==> config.mk <==
export PLATFORM = sky130hd
export DESIGN_NAME = fraction_arith_reduce_core
export DESIGN_NICKNAME = d
export VERILOG_FILES = /design/src/fra_pkg.sv /design/src/fra_mul.sv /design/src/fra_gcd.sv /design/src/fra_div.sv /design/src/fraction_arith_reduce_core.sv
export SDC_FILE = /design/constraint.sdc
export NUM_CORES = 2
export LEC_CHECK = 0
export BUFFER_PORTS_ARGS = -buffer_cell sky130_fd_sc_hd__buf_2
export CAP_MARGIN = 20
export CELL_PAD_IN_SITES_DETAIL_PLACEMENT = 1
export CELL_PAD_IN_SITES_GLOBAL_PLACEMENT = 1
export CORE_MARGIN = 10
export CORE_UTILIZATION = 40
export CTS_BUF_LIST = sky130_fd_sc_hd__clkbuf_4
export CTS_CLUSTER_SIZE = 30
export DETAILED_ROUTE_END_ITERATION = 16
export PLACE_DENSITY_LB_ADDON = 0.1
export SLEW_MARGIN = 5
export SYNTH_ARGS = -nofsm -noshare
export SYNTH_HDL_FRONTEND = slang
export SYNTH_SLANG_ARGS = --single-unit
export TNS_END_PERCENT = 10
==> constraint.sdc <==
create_clock -name clk -period 8.9 [get_ports clk]
set_clock_uncertainty 0.1 [all_clocks]
set_input_delay 0.445 -clock clk [delete_from_list [all_inputs] [get_ports clk]]
set_output_delay 0.445 -clock clk [all_outputs]
set_load 0.05 [all_outputs]
==> src/fra_pkg.sv <==
// Shared widths, opcode codes and controller states for the fraction arithmetic core.
package fra_pkg;

	localparam int OPERAND_WIDTH = 16;
	localparam int PROD_W        = 2 * OPERAND_WIDTH;
	localparam int MAG_W         = 2 * OPERAND_WIDTH;
	localparam int RAW_W         = MAG_W + 1;
	localparam int RES_NUM_W     = 33;
	localparam int RES_DEN_W     = 32;
	localparam int MUL_CNT_W     = $clog2(OPERAND_WIDTH + 1);
	localparam int DIV_CNT_W     = $clog2(MAG_W + 1);
	localparam int SHIFT_W       = $clog2(MAG_W);

	typedef enum logic [1:0] {
		OP_ADD,
		OP_SUB,
		OP_MUL,
		OP_DIV
	} opcode_t;

	typedef enum logic [2:0] {
		ST_IDLE,
		ST_MUL,
		ST_MAG,
		ST_GCD,
		ST_DIV,
		ST_DONE
	} fra_state_t;

endpackage

==> src/fra_mul.sv <==
// Bit-serial signed multiplier: shift-add over operand magnitudes, sign applied at the end.
module fra_mul (
	input  logic                                     clk,
	input  logic                                     arst_n,
	input  logic                                     start,
	input  logic signed [fra_pkg::OPERAND_WIDTH-1:0] mcand,
	input  logic signed [fra_pkg::OPERAND_WIDTH-1:0] mplr,
	output logic                                     done,
	output logic signed [fra_pkg::PROD_W-1:0]        prod
);
	import fra_pkg::*;

	logic [OPERAND_WIDTH-1:0] mcand_mag;
	logic [OPERAND_WIDTH-1:0] mplr_mag;
	logic [OPERAND_WIDTH-1:0] mag_q;
	logic [OPERAND_WIDTH-1:0] acc_q;
	logic [OPERAND_WIDTH-1:0] lo_q;
	logic [OPERAND_WIDTH:0]   sum;
	logic [PROD_W-1:0]        umag;
	logic                     neg_q;
	logic                     busy_q;
	logic                     done_q;
	logic [MUL_CNT_W-1:0]     cnt_q;
	logic signed [PROD_W-1:0] prod_q;

	assign mcand_mag = mcand[OPERAND_WIDTH-1] ? -mcand : mcand;
	assign mplr_mag  = mplr[OPERAND_WIDTH-1] ? -mplr : mplr;
	assign sum       = {1'b0, acc_q} + (lo_q[0] ? {1'b0, mag_q} : '0);
	assign umag      = {acc_q, lo_q};

	always_ff @(posedge clk or negedge arst_n) begin
		if (!arst_n) begin
			busy_q <= 1'b0;
			done_q <= 1'b0;
			cnt_q  <= '0;
		end else begin
			done_q <= 1'b0;
			if (start) begin
				busy_q <= 1'b1;
				cnt_q  <= MUL_CNT_W'(OPERAND_WIDTH);
			end else if (busy_q) begin
				if (cnt_q != '0) begin
					cnt_q <= cnt_q - 1'b1;
				end else begin
					busy_q <= 1'b0;
					done_q <= 1'b1;
				end
			end
		end
	end

	// one multiplier bit per cycle; the final cycle applies the sign
	always_ff @(posedge clk) begin
		if (start) begin
			mag_q <= mcand_mag;
			lo_q  <= mplr_mag;
			acc_q <= '0;
			neg_q <= mcand[OPERAND_WIDTH-1] ^ mplr[OPERAND_WIDTH-1];
		end else if (busy_q && cnt_q != '0) begin
			acc_q <= sum[OPERAND_WIDTH:1];
			lo_q  <= {sum[0], lo_q[OPERAND_WIDTH-1:1]};
		end else if (busy_q) begin
			prod_q <= neg_q ? -umag : umag;
		end
	end

	assign done = done_q;
	assign prod = prod_q;

endmodule

==> src/fra_gcd.sv <==
// Iterative binary GCD of two magnitudes, one reduction step per cycle.
module fra_gcd (
	input  logic                      clk,
	input  logic                      arst_n,
	input  logic                      start,
	input  logic [fra_pkg::MAG_W-1:0] a_in,
	input  logic [fra_pkg::MAG_W-1:0] b_in,
	output logic                      done,
	output logic [fra_pkg::MAG_W-1:0] gcd
);
	import fra_pkg::*;

	logic [MAG_W-1:0]   a_q;
	logic [MAG_W-1:0]   b_q;
	logic [MAG_W-1:0]   g_q;
	logic [SHIFT_W-1:0] sh_q;
	logic               busy_q;
	logic               back_q;
	logic               done_q;
	logic               zero_hit;
	logic               both_even;
	logic               a_gt_b;
	logic               reducing;
	logic               restoring;

	assign zero_hit  = (a_q == '0) || (b_q == '0);
	assign both_even = !a_q[0] && !b_q[0];
	assign a_gt_b    = a_q > b_q;
	assign reducing  = busy_q && !back_q;
	assign restoring = busy_q && back_q;

	always_ff @(posedge clk or negedge arst_n) begin
		if (!arst_n) begin
			busy_q <= 1'b0;
			back_q <= 1'b0;
			done_q <= 1'b0;
			sh_q   <= '0;
		end else begin
			done_q <= 1'b0;
			if (start) begin
				busy_q <= 1'b1;
				back_q <= 1'b0;
				sh_q   <= '0;
			end else if (reducing) begin
				if (zero_hit) begin
					back_q <= 1'b1;
				end else if (both_even) begin
					sh_q <= sh_q + 1'b1;
				end
			end else if (restoring) begin
				if (sh_q == '0) begin
					busy_q <= 1'b0;
					done_q <= 1'b1;
				end else begin
					sh_q <= sh_q - 1'b1;
				end
			end
		end
	end

	// strip twos, subtract the smaller odd value, then put the common twos back
	always_ff @(posedge clk) begin
		if (start) begin
			a_q <= a_in;
			b_q <= b_in;
		end else if (reducing) begin
			if (zero_hit) begin
				a_q <= a_q | b_q;
			end else if (both_even) begin
				a_q <= a_q >> 1;
				b_q <= b_q >> 1;
			end else if (!a_q[0]) begin
				a_q <= a_q >> 1;
			end else if (!b_q[0]) begin
				b_q <= b_q >> 1;
			end else if (a_gt_b) begin
				a_q <= b_q;
				b_q <= a_q - b_q;
			end else begin
				b_q <= b_q - a_q;
			end
		end else if (restoring) begin
			if (sh_q == '0) begin
				g_q <= a_q;
			end else begin
				a_q <= a_q << 1;
			end
		end
	end

	assign done = done_q;
	assign gcd  = g_q;

endmodule

==> src/fra_div.sv <==
// Restoring divider, one quotient bit per cycle.
module fra_div (
	input  logic                      clk,
	input  logic                      arst_n,
	input  logic                      start,
	input  logic [fra_pkg::MAG_W-1:0] dividend,
	input  logic [fra_pkg::MAG_W-1:0] divisor,
	output logic                      done,
	output logic [fra_pkg::MAG_W-1:0] quo
);
	import fra_pkg::*;

	logic [MAG_W-1:0]     rem_q;
	logic [MAG_W-1:0]     quo_q;
	logic [MAG_W-1:0]     dvs_q;
	logic [MAG_W:0]       trial;
	logic [MAG_W:0]       diff;
	logic                 ge;
	logic [DIV_CNT_W-1:0] cnt_q;
	logic                 busy_q;
	logic                 done_q;

	assign trial = {rem_q, quo_q[MAG_W-1]};
	assign diff  = trial - {1'b0, dvs_q};
	assign ge    = trial >= {1'b0, dvs_q};

	always_ff @(posedge clk or negedge arst_n) begin
		if (!arst_n) begin
			busy_q <= 1'b0;
			done_q <= 1'b0;
			cnt_q  <= '0;
		end else begin
			done_q <= 1'b0;
			if (start) begin
				busy_q <= 1'b1;
				cnt_q  <= DIV_CNT_W'(MAG_W);
			end else if (busy_q) begin
				cnt_q <= cnt_q - 1'b1;
				if (cnt_q == DIV_CNT_W'(1)) begin
					busy_q <= 1'b0;
					done_q <= 1'b1;
				end
			end
		end
	end

	always_ff @(posedge clk) begin
		if (start) begin
			rem_q <= '0;
			quo_q <= dividend;
			dvs_q <= divisor;
		end else if (busy_q) begin
			rem_q <= ge ? diff[MAG_W-1:0] : trial[MAG_W-1:0];
			quo_q <= {quo_q[MAG_W-2:0], ge};
		end
	end

	assign done = done_q;
	assign quo  = quo_q;

endmodule

==> src/fraction_arith_reduce_core.sv <==
// Top level: signed fraction add/subtract/multiply/divide with GCD reduction.
//
//  channel | valid     | stall     | payload
//  --------+-----------+-----------+-------------------------------------------
//  request | req_valid | req_stall | opcode, num_a, den_a, num_b, den_b
//  result  | rsp_valid | rsp_stall | res_num, res_den, status
//
// One item is in flight at a time. The three serial multipliers run side by side,
// the raw fraction is registered once all products are in, and ST_MAG takes the
// magnitudes and starts the binary GCD, which takes one step a cycle, data dependent.
// The two restoring dividers then run side by side, and ST_DONE hands off to the
// output register; a raw 0/0 skips the dividers. Reset clears control state only.
// req_stall is high while an item is in flight; a finished item waits until the
// output register is free, and the next request is taken while a result is held.
module fraction_arith_reduce_core (
	input  logic                                     clk,
	input  logic                                     arst_n,
	input  logic                                     req_valid,
	output logic                                     req_stall,
	input  logic [1:0]                               opcode,
	input  logic signed [fra_pkg::OPERAND_WIDTH-1:0] num_a,
	input  logic signed [fra_pkg::OPERAND_WIDTH-1:0] den_a,
	input  logic signed [fra_pkg::OPERAND_WIDTH-1:0] num_b,
	input  logic signed [fra_pkg::OPERAND_WIDTH-1:0] den_b,
	output logic                                     rsp_valid,
	input  logic                                     rsp_stall,
	output logic signed [fra_pkg::RES_NUM_W-1:0]     res_num,
	output logic signed [fra_pkg::RES_DEN_W-1:0]     res_den,
	output logic                                     status
);
	import fra_pkg::*;

	fra_state_t state_q;
	fra_state_t state_d;

	// controller strobes
	logic mul_start;
	logic gcd_start;
	logic div_start;
	logic out_load;
	logic out_free;

	// request latch and multiplier operands
	opcode_t                         opcode_q;
	logic signed [OPERAND_WIDTH-1:0] mul0_b;

	// unit results
	logic                     mul0_done;
	logic                     mul1_done;
	logic                     mul2_done;
	logic                     mul_done;
	logic signed [PROD_W-1:0] p0;
	logic signed [PROD_W-1:0] p1;
	logic signed [PROD_W-1:0] p2;
	logic                     gcd_done;
	logic [MAG_W-1:0]         gcd_val;
	logic                     divn_done;
	logic                     divd_done;
	logic                     div_done;
	logic [MAG_W-1:0]         quo_num;
	logic [MAG_W-1:0]         quo_den;

	// raw fraction, magnitudes and signs
	logic signed [RAW_W-1:0] raw_num_d;
	logic signed [RAW_W-1:0] raw_den_d;
	logic signed [RAW_W-1:0] raw_num_q;
	logic signed [RAW_W-1:0] raw_den_q;
	logic [MAG_W-1:0]        mag_num_d;
	logic [MAG_W-1:0]        mag_den_d;
	logic [MAG_W-1:0]        mag_num_q;
	logic [MAG_W-1:0]        mag_den_q;
	logic                    neg_num_q;
	logic                    neg_den_q;

	// reduced result before the output register
	logic signed [RAW_W-1:0] qn_ext;
	logic signed [RAW_W-1:0] qd_ext;
	logic signed [RAW_W-1:0] fin_num_q;
	logic signed [RAW_W-1:0] fin_den_q;
	logic                    zero_q;

	// output register
	logic                        out_valid_q;
	logic signed [RES_NUM_W-1:0] res_num_q;
	logic signed [RES_DEN_W-1:0] res_den_q;
	logic                        status_q;

	// -------------------------------------------------------------------------
	// Cross products. mul0 forms num_a times den_b (or num_b for multiply),
	// mul1 forms num_b times den_a, mul2 forms den_a times den_b.
	// -------------------------------------------------------------------------
	assign mul0_b = (opcode_t'(opcode) == OP_MUL) ? num_b : den_b;

	fra_mul u_mul0 (
		.clk    (clk),
		.arst_n (arst_n),
		.start  (mul_start),
		.mcand  (num_a),
		.mplr   (mul0_b),
		.done   (mul0_done),
		.prod   (p0)
	);

	fra_mul u_mul1 (
		.clk    (clk),
		.arst_n (arst_n),
		.start  (mul_start),
		.mcand  (num_b),
		.mplr   (den_a),
		.done   (mul1_done),
		.prod   (p1)
	);

	fra_mul u_mul2 (
		.clk    (clk),
		.arst_n (arst_n),
		.start  (mul_start),
		.mcand  (den_a),
		.mplr   (den_b),
		.done   (mul2_done),
		.prod   (p2)
	);

	assign mul_done = mul0_done & mul1_done & mul2_done;

	// Combine the products into the raw numerator and denominator.
	always_comb begin
		raw_num_d = RAW_W'(p0);
		raw_den_d = RAW_W'(p2);
		case (opcode_q)
			OP_ADD: raw_num_d = RAW_W'(p0) + RAW_W'(p1);
			OP_SUB: raw_num_d = RAW_W'(p0) - RAW_W'(p1);
			OP_MUL: raw_num_d = RAW_W'(p0);
			OP_DIV: raw_den_d = RAW_W'(p1);
			default: raw_num_d = RAW_W'(p0);
		endcase
	end

	// Magnitudes feed the GCD; the signs ride alongside and come back at the end.
	assign mag_num_d = MAG_W'(raw_num_q[RAW_W-1] ? -raw_num_q : raw_num_q);
	assign mag_den_d = MAG_W'(raw_den_q[RAW_W-1] ? -raw_den_q : raw_den_q);

	fra_gcd u_gcd (
		.clk    (clk),
		.arst_n (arst_n),
		.start  (gcd_start),
		.a_in   (mag_num_d),
		.b_in   (mag_den_d),
		.done   (gcd_done),
		.gcd    (gcd_val)
	);

	// Both magnitudes divide exactly by the GCD; run the two lanes together.
	fra_div u_div_num (
		.clk      (clk),
		.arst_n   (arst_n),
		.start    (div_start),
		.dividend (mag_num_q),
		.divisor  (gcd_val),
		.done     (divn_done),
		.quo      (quo_num)
	);

	fra_div u_div_den (
		.clk      (clk),
		.arst_n   (arst_n),
		.start    (div_start),
		.dividend (mag_den_q),
		.divisor  (gcd_val),
		.done     (divd_done),
		.quo      (quo_den)
	);

	assign div_done = divn_done & divd_done;
	assign qn_ext   = {1'b0, quo_num};
	assign qd_ext   = {1'b0, quo_den};

	// -------------------------------------------------------------------------
	// Controller
	// -------------------------------------------------------------------------
	assign out_free = !out_valid_q || !rsp_stall;

	always_comb begin
		state_d = state_q;
		case (state_q)
			ST_IDLE: begin
				if (req_valid) state_d = ST_MUL;
			end
			ST_MUL: begin
				if (mul_done) state_d = ST_MAG;
			end
			ST_MAG: begin
				state_d = ST_GCD;
			end
			ST_GCD: begin
				if (gcd_done) state_d = (gcd_val == '0) ? ST_DONE : ST_DIV;
			end
			ST_DIV: begin
				if (div_done) state_d = ST_DONE;
			end
			ST_DONE: begin
				if (out_free) state_d = ST_IDLE;
			end
			default: begin
				state_d = ST_IDLE;
			end
		endcase
	end

	always_comb begin
		req_stall = 1'b1;
		mul_start = 1'b0;
		gcd_start = 1'b0;
		div_start = 1'b0;
		out_load  = 1'b0;
		case (state_q)
			ST_IDLE: begin
				req_stall = 1'b0;
				mul_start = req_valid;
			end
			ST_MAG: begin
				gcd_start = 1'b1;
			end
			ST_GCD: begin
				div_start = gcd_done && (gcd_val != '0);
			end
			ST_DONE: begin
				out_load = out_free;
			end
			default: begin
				req_stall = 1'b1;
			end
		endcase
	end

	always_ff @(posedge clk or negedge arst_n) begin
		if (!arst_n) begin
			state_q <= ST_IDLE;
		end else begin
			state_q <= state_d;
		end
	end

	// -------------------------------------------------------------------------
	// Datapath registers
	// -------------------------------------------------------------------------
	always_ff @(posedge clk) begin
		// hold the opcode for the combine step
		if (mul_start) begin
			opcode_q <= opcode_t'(opcode);
		end
		// capture the raw fraction once all products are in
		if (state_q == ST_MUL && mul_done) begin
			raw_num_q <= raw_num_d;
			raw_den_q <= raw_den_d;
		end
		if (gcd_start) begin
			mag_num_q <= mag_num_d;
			mag_den_q <= mag_den_d;
			neg_num_q <= raw_num_q[RAW_W-1];
			neg_den_q <= raw_den_q[RAW_W-1];
		end
		// a zero GCD means the raw result was 0/0: drop to zeros and flag it
		if (state_q == ST_GCD && gcd_done) begin
			zero_q    <= (gcd_val == '0);
			fin_num_q <= '0;
			fin_den_q <= '0;
		end
		// restore the signs on the reduced magnitudes
		if (state_q == ST_DIV && div_done) begin
			fin_num_q <= neg_num_q ? -qn_ext : qn_ext;
			fin_den_q <= neg_den_q ? -qd_ext : qd_ext;
		end
		if (out_load) begin
			res_num_q <= RES_NUM_W'(fin_num_q);
			res_den_q <= RES_DEN_W'(fin_den_q);
			status_q  <= zero_q;
		end
	end

	// Output register: load on hand-off, drop on a completed transfer.
	always_ff @(posedge clk or negedge arst_n) begin
		if (!arst_n) begin
			out_valid_q <= 1'b0;
		end else if (out_load) begin
			out_valid_q <= 1'b1;
		end else if (!rsp_stall) begin
			out_valid_q <= 1'b0;
		end
	end

	assign rsp_valid = out_valid_q;
	assign res_num   = res_num_q;
	assign res_den   = res_den_q;
	assign status    = status_q;

endmodule
==> run_results.csv <==
group,metric,value,unit
clock_network,clock_latency,1.23,ns
synthesis,async_flop_share,6.027,%
synthesis,synthSimpleGateAreaFrac,15.62,%
sta,finalCritPeriodShare,60.68,%
synthesis,synthDistinctLibCells,81,
synthesis,synth-warning-count,0,
sta,fin_crit,5.401,ns
floorplanning,ios,138,
place,hpwl,114500,um
synthesis,synth_cells,4894,
run,drv_cap,0,
sta,holdWs,0.2043,ns
global_route,global_route.usage.met3,3.577,%
synthesis,ys_seq_area_share,47.57,%
drt,via_count,38600,
synthesis,synth_area,48450,um2
finish,nets,5617,
finish,multi_input_area,23860,um2
synthesis,synth_nets,5238,
global_route,grt-ovfl-total,0,
critical_path,path_cells,"buf_4 -> inv_1 -> ha_1 -> fa_1 -> o21bai_1 -> a21oi_1 -> o211ai_1 -> a211oi_1 -> a21o_1 -> o21ai_1 -> buf_4 -> mux2i_1 -> o2bb2ai_1 -> or4_1 -> nand4_1",
drt,wirelength,155600,um
critical_path,slowest_stage,"buf_4",
place,globalplace.congestion,0.8903,
clock_network,cts_resized,0,
global_route,antenna_found_initial,5,
sta,fmax,185.2,MHz
critical_path,startpoint_type,"flop",
global_route,grt.busiest_layer,"met2",
synthesis,synth_top_family_by_area,"simple AND/OR/NAND/NOR gates",
floorplanning,die_w,368.0,um
critical_path,critPathMaxStageDelay,0.60,ns
critical_path,critPathBufInv,3,
synthesis,synth_edf_count,652,
synthesis,syn_area_per_cell,9.900,um2
finish,drive_above_1_share,11.72,%
place,port_buffers,137,
sta,slew_headroom,20.14,%
global_route,grt_util_all_layers,22.53,%
sta,tightest_slew,1.189,ns
critical_path,cp.required,9.70,ns
sta,fin_tns_setup,0,ns
place,place_inst,6485,
drt,route.detailed.drc,0,
synthesis,synthXorXnorAreaFrac,8.171,%
sta,maxSlewViolCount,0,
floorplanning,dieArea,135500,um2
clock_network,hold_buffers,171,
drt,wl_per_cell,21.97,um
global_route,grt_pass1_vias,39470,
global_route,grt_util_met2,36.80,%
clock_network,cts_setup_buffers,0,
finish,area_growth,14.60,%
sta,final-hold-violation-count,0,
power_and_ir_drop,peakVddDrop,114.6,uV
sta,setup_violations,0,
critical_path,crit_type,"flop to flop",
drt,antenna_left,0,
critical_path,crit_family,"compound AO/OA/AOI/OAI gates",
synthesis,synth_ff_type,"edfxtp_1",
critical_path,worstPathArrival,6.20,ns
global_route,grt_max_degree,79,
finish,regArea,23050,um2
sta,rsz0062_at_grt,"false",
critical_path,crit_top_cell,"buf_4",
status,status,"completed",
clock_network,cts.path.max_buffers,3,
floorplanning,die_height,368.0,um
clock_network,cts-root-buf,"clkbuf_4",
drt,viasPerCell,5.451,
critical_path,cp-end-kind,"flop",
drt,first_pass_iters,5,
floorplanning,coreArea,120100,um2
clock_network,cts_tree,"done",
power_and_ir_drop,p_per_area,139.7,nW/um2
global_route,grt_pass1_wl,241100,um
clock_network,clk_pin_slew,0.07,ns
finish,n_fill_cell,13610,
power_and_ir_drop,p_leak,20.90,nW
clock_network,cts_made_buffers,226,
clock_network,cts_sinks,813,
critical_path,crit_fanout,67,
min_path,hp-class,"input pin to flop",
synthesis,synthMuxAreaShare,2.598,%
synthesis,synth-seq-cells,813,
clock_network,htree_levels,4,
synthesis,synth_compound_area_share,15.48,%
global_route,use_met1,29.62,%
floorplanning,rows,127,
drt,drt_iter0_markers,2365,
finish,final_cells,7081,
floorplanning,start_util,40.33,%
synthesis,synth_adder_area_share,7.215,%
==> per-layer routing <==
metal,vias up,routed length [um]
met5,-,0
met4,0,5946
met3,258,6445
met2,791,72470
met1,18850,70720
li1,18690,-
==> cell type report <==
cell class | count | share of cell area [%]
Antenna cell | 7 | 0.03155
Clock buffer | 322 | 4.354
Clock inverter | 95 | 0.9712
Inverter | 227 | 1.553
Multi-Input combinational cell | 3651 | 42.97
Sequential cell | 813 | 41.51
Tap cell | 1612 | 3.632
Timing Repair Buffer | 354 | 4.975
==> final timing paths <==
check                      slack, ns     startpoint               end  depth (start not counted)
setup / recovery                3.50   u_gcd.a_q[0]     u_gcd.b_q[16]                         15
min in group asynchronous       0.42         arst_n    u_div_den.done                          4
max in group asynchronous       7.18         arst_n  u_div_num.busy_q                          4
hold reg to reg                 0.30  fin_den_q[27]       res_den[27]                          0
setup reg to reg                3.50   u_gcd.a_q[0]     u_gcd.b_q[16]                         15
hold / removal                  0.20      req_valid        state_q[0]                          6
==> logic make-up after synthesis <==
group | Yosys count
fa+ha+maj | 274
simple gates | 1607
mux | 120
flops | 813
xor+xnor | 452
buf+inv | 430
compound gates | 1198
==> Yosys cell counts (all sizes together) (14+ instances only) <==
| cell | n | area [um2] |
|---|---|---|
| a21o | 64 | 480.5 |
| and2 | 62 | 387.9 |
| o41ai | 41 | 385.4 |
| and3 | 31 | 193.9 |
| nand3b | 14 | 105.1 |
| a211oi | 78 | 585.6 |
| nand4 | 35 | 219.0 |
| or3 | 61 | 391.6 |
| nand3 | 74 | 370.4 |
| a31oi | 29 | 181.4 |
| o21a | 17 | 127.6 |
| o31ai | 95 | 726.9 |
| o211ai | 27 | 202.7 |
| nor2b | 44 | 275.3 |
| xor2 | 162 | 1419 |
| ha | 265 | 3316 |
| xnor2 | 290 | 2540 |
| dfxtp | 112 | 2242 |
| a21oi | 328 | 1642 |
| o21bai | 29 | 217.7 |
| mux2i | 74 | 740.7 |
| mux2 | 46 | 518.0 |
| inv | 226 | 848.3 |
| nor2 | 311 | 1167 |
| nand2 | 670 | 2515 |
| o211a | 29 | 290.3 |
| nor3 | 94 | 470.5 |
| dfrtp | 49 | 1226 |
| nand2b | 52 | 325.3 |
| o21ai | 364 | 1822 |
| or4 | 54 | 427.9 |
| edfxtp | 652 | 19580 |
| or2 | 20 | 125.1 |
| nor4 | 62 | 394.1 |
| clkbuf | 175 | 656.9 |
| buf | 28 | 112.6 |
==> registers in the layout (all words and copies together), names as in the netlist, 32 cells and up <==
name	count
fin_den_q	32
fin_num_q	33
mag_den_q	32
mag_num_q	32
raw_den_q	32
raw_num_q	33
res_den	32
res_num	33
u_div_den.quo	32
u_div_den.rem_q	32
u_div_num.dvs_q	32
u_div_num.quo	32
u_div_num.rem_q	32
u_gcd.a_q	32
u_gcd.b_q	32
u_gcd.gcd	32
u_mul0.prod	32
u_mul1.prod	32
u_mul2.prod	32
==> cell usage in the layout, fill, tap and decap left out, types with 162 or more instances in the layout <==
master / instances
nand2_1: 666
edfxtp_1: 652
o21ai_0: 356
a21oi_1: 326
clkbuf_4: 322
nor2_1: 311
xnor2_1: 290
ha_1: 265
inv_1: 223
dlygate4sd3_1: 171
xor2_1: 162
==> stage by stage <==
stage | instance area, um2 | power (mW) | setup WS (ns) | utilization (%)
after detailed placement | 50810 | 4.260 | 3.674 | 42.30
after CTS | 55480 | 7.888 | 3.578 | 46.18
final | 55530 | 7.754 | 3.499 | 46.22
after global placement | 50810 | 4.257 | 3.777 | 42.30
after global routing | 55530 | 8.108 | 3.112 | 46.22
after floorplan | 48450 | 4.201 | 3.054 | -
==> worst reg2reg max path, delay by kind of cell (launching register included) <==
family	cells	cell delay, ns
AO/OA/AOI/OAI	7	2.15
adder cells (fa/ha/maj)	2	0.68
buffers and inverters	3	1.26
flip-flops	1	0.32
multiplexers	1	0.37
AND/OR/NAND/NOR	2	0.22
==> power breakdown <==
group                  switching, mW  internal (mW)
Combinational                 0.0944          0.107
Sequential     0.0000000000000000225           4.06
Clock                           1.72           1.78
Note: power is estimated with default switching activity, not from simulation.
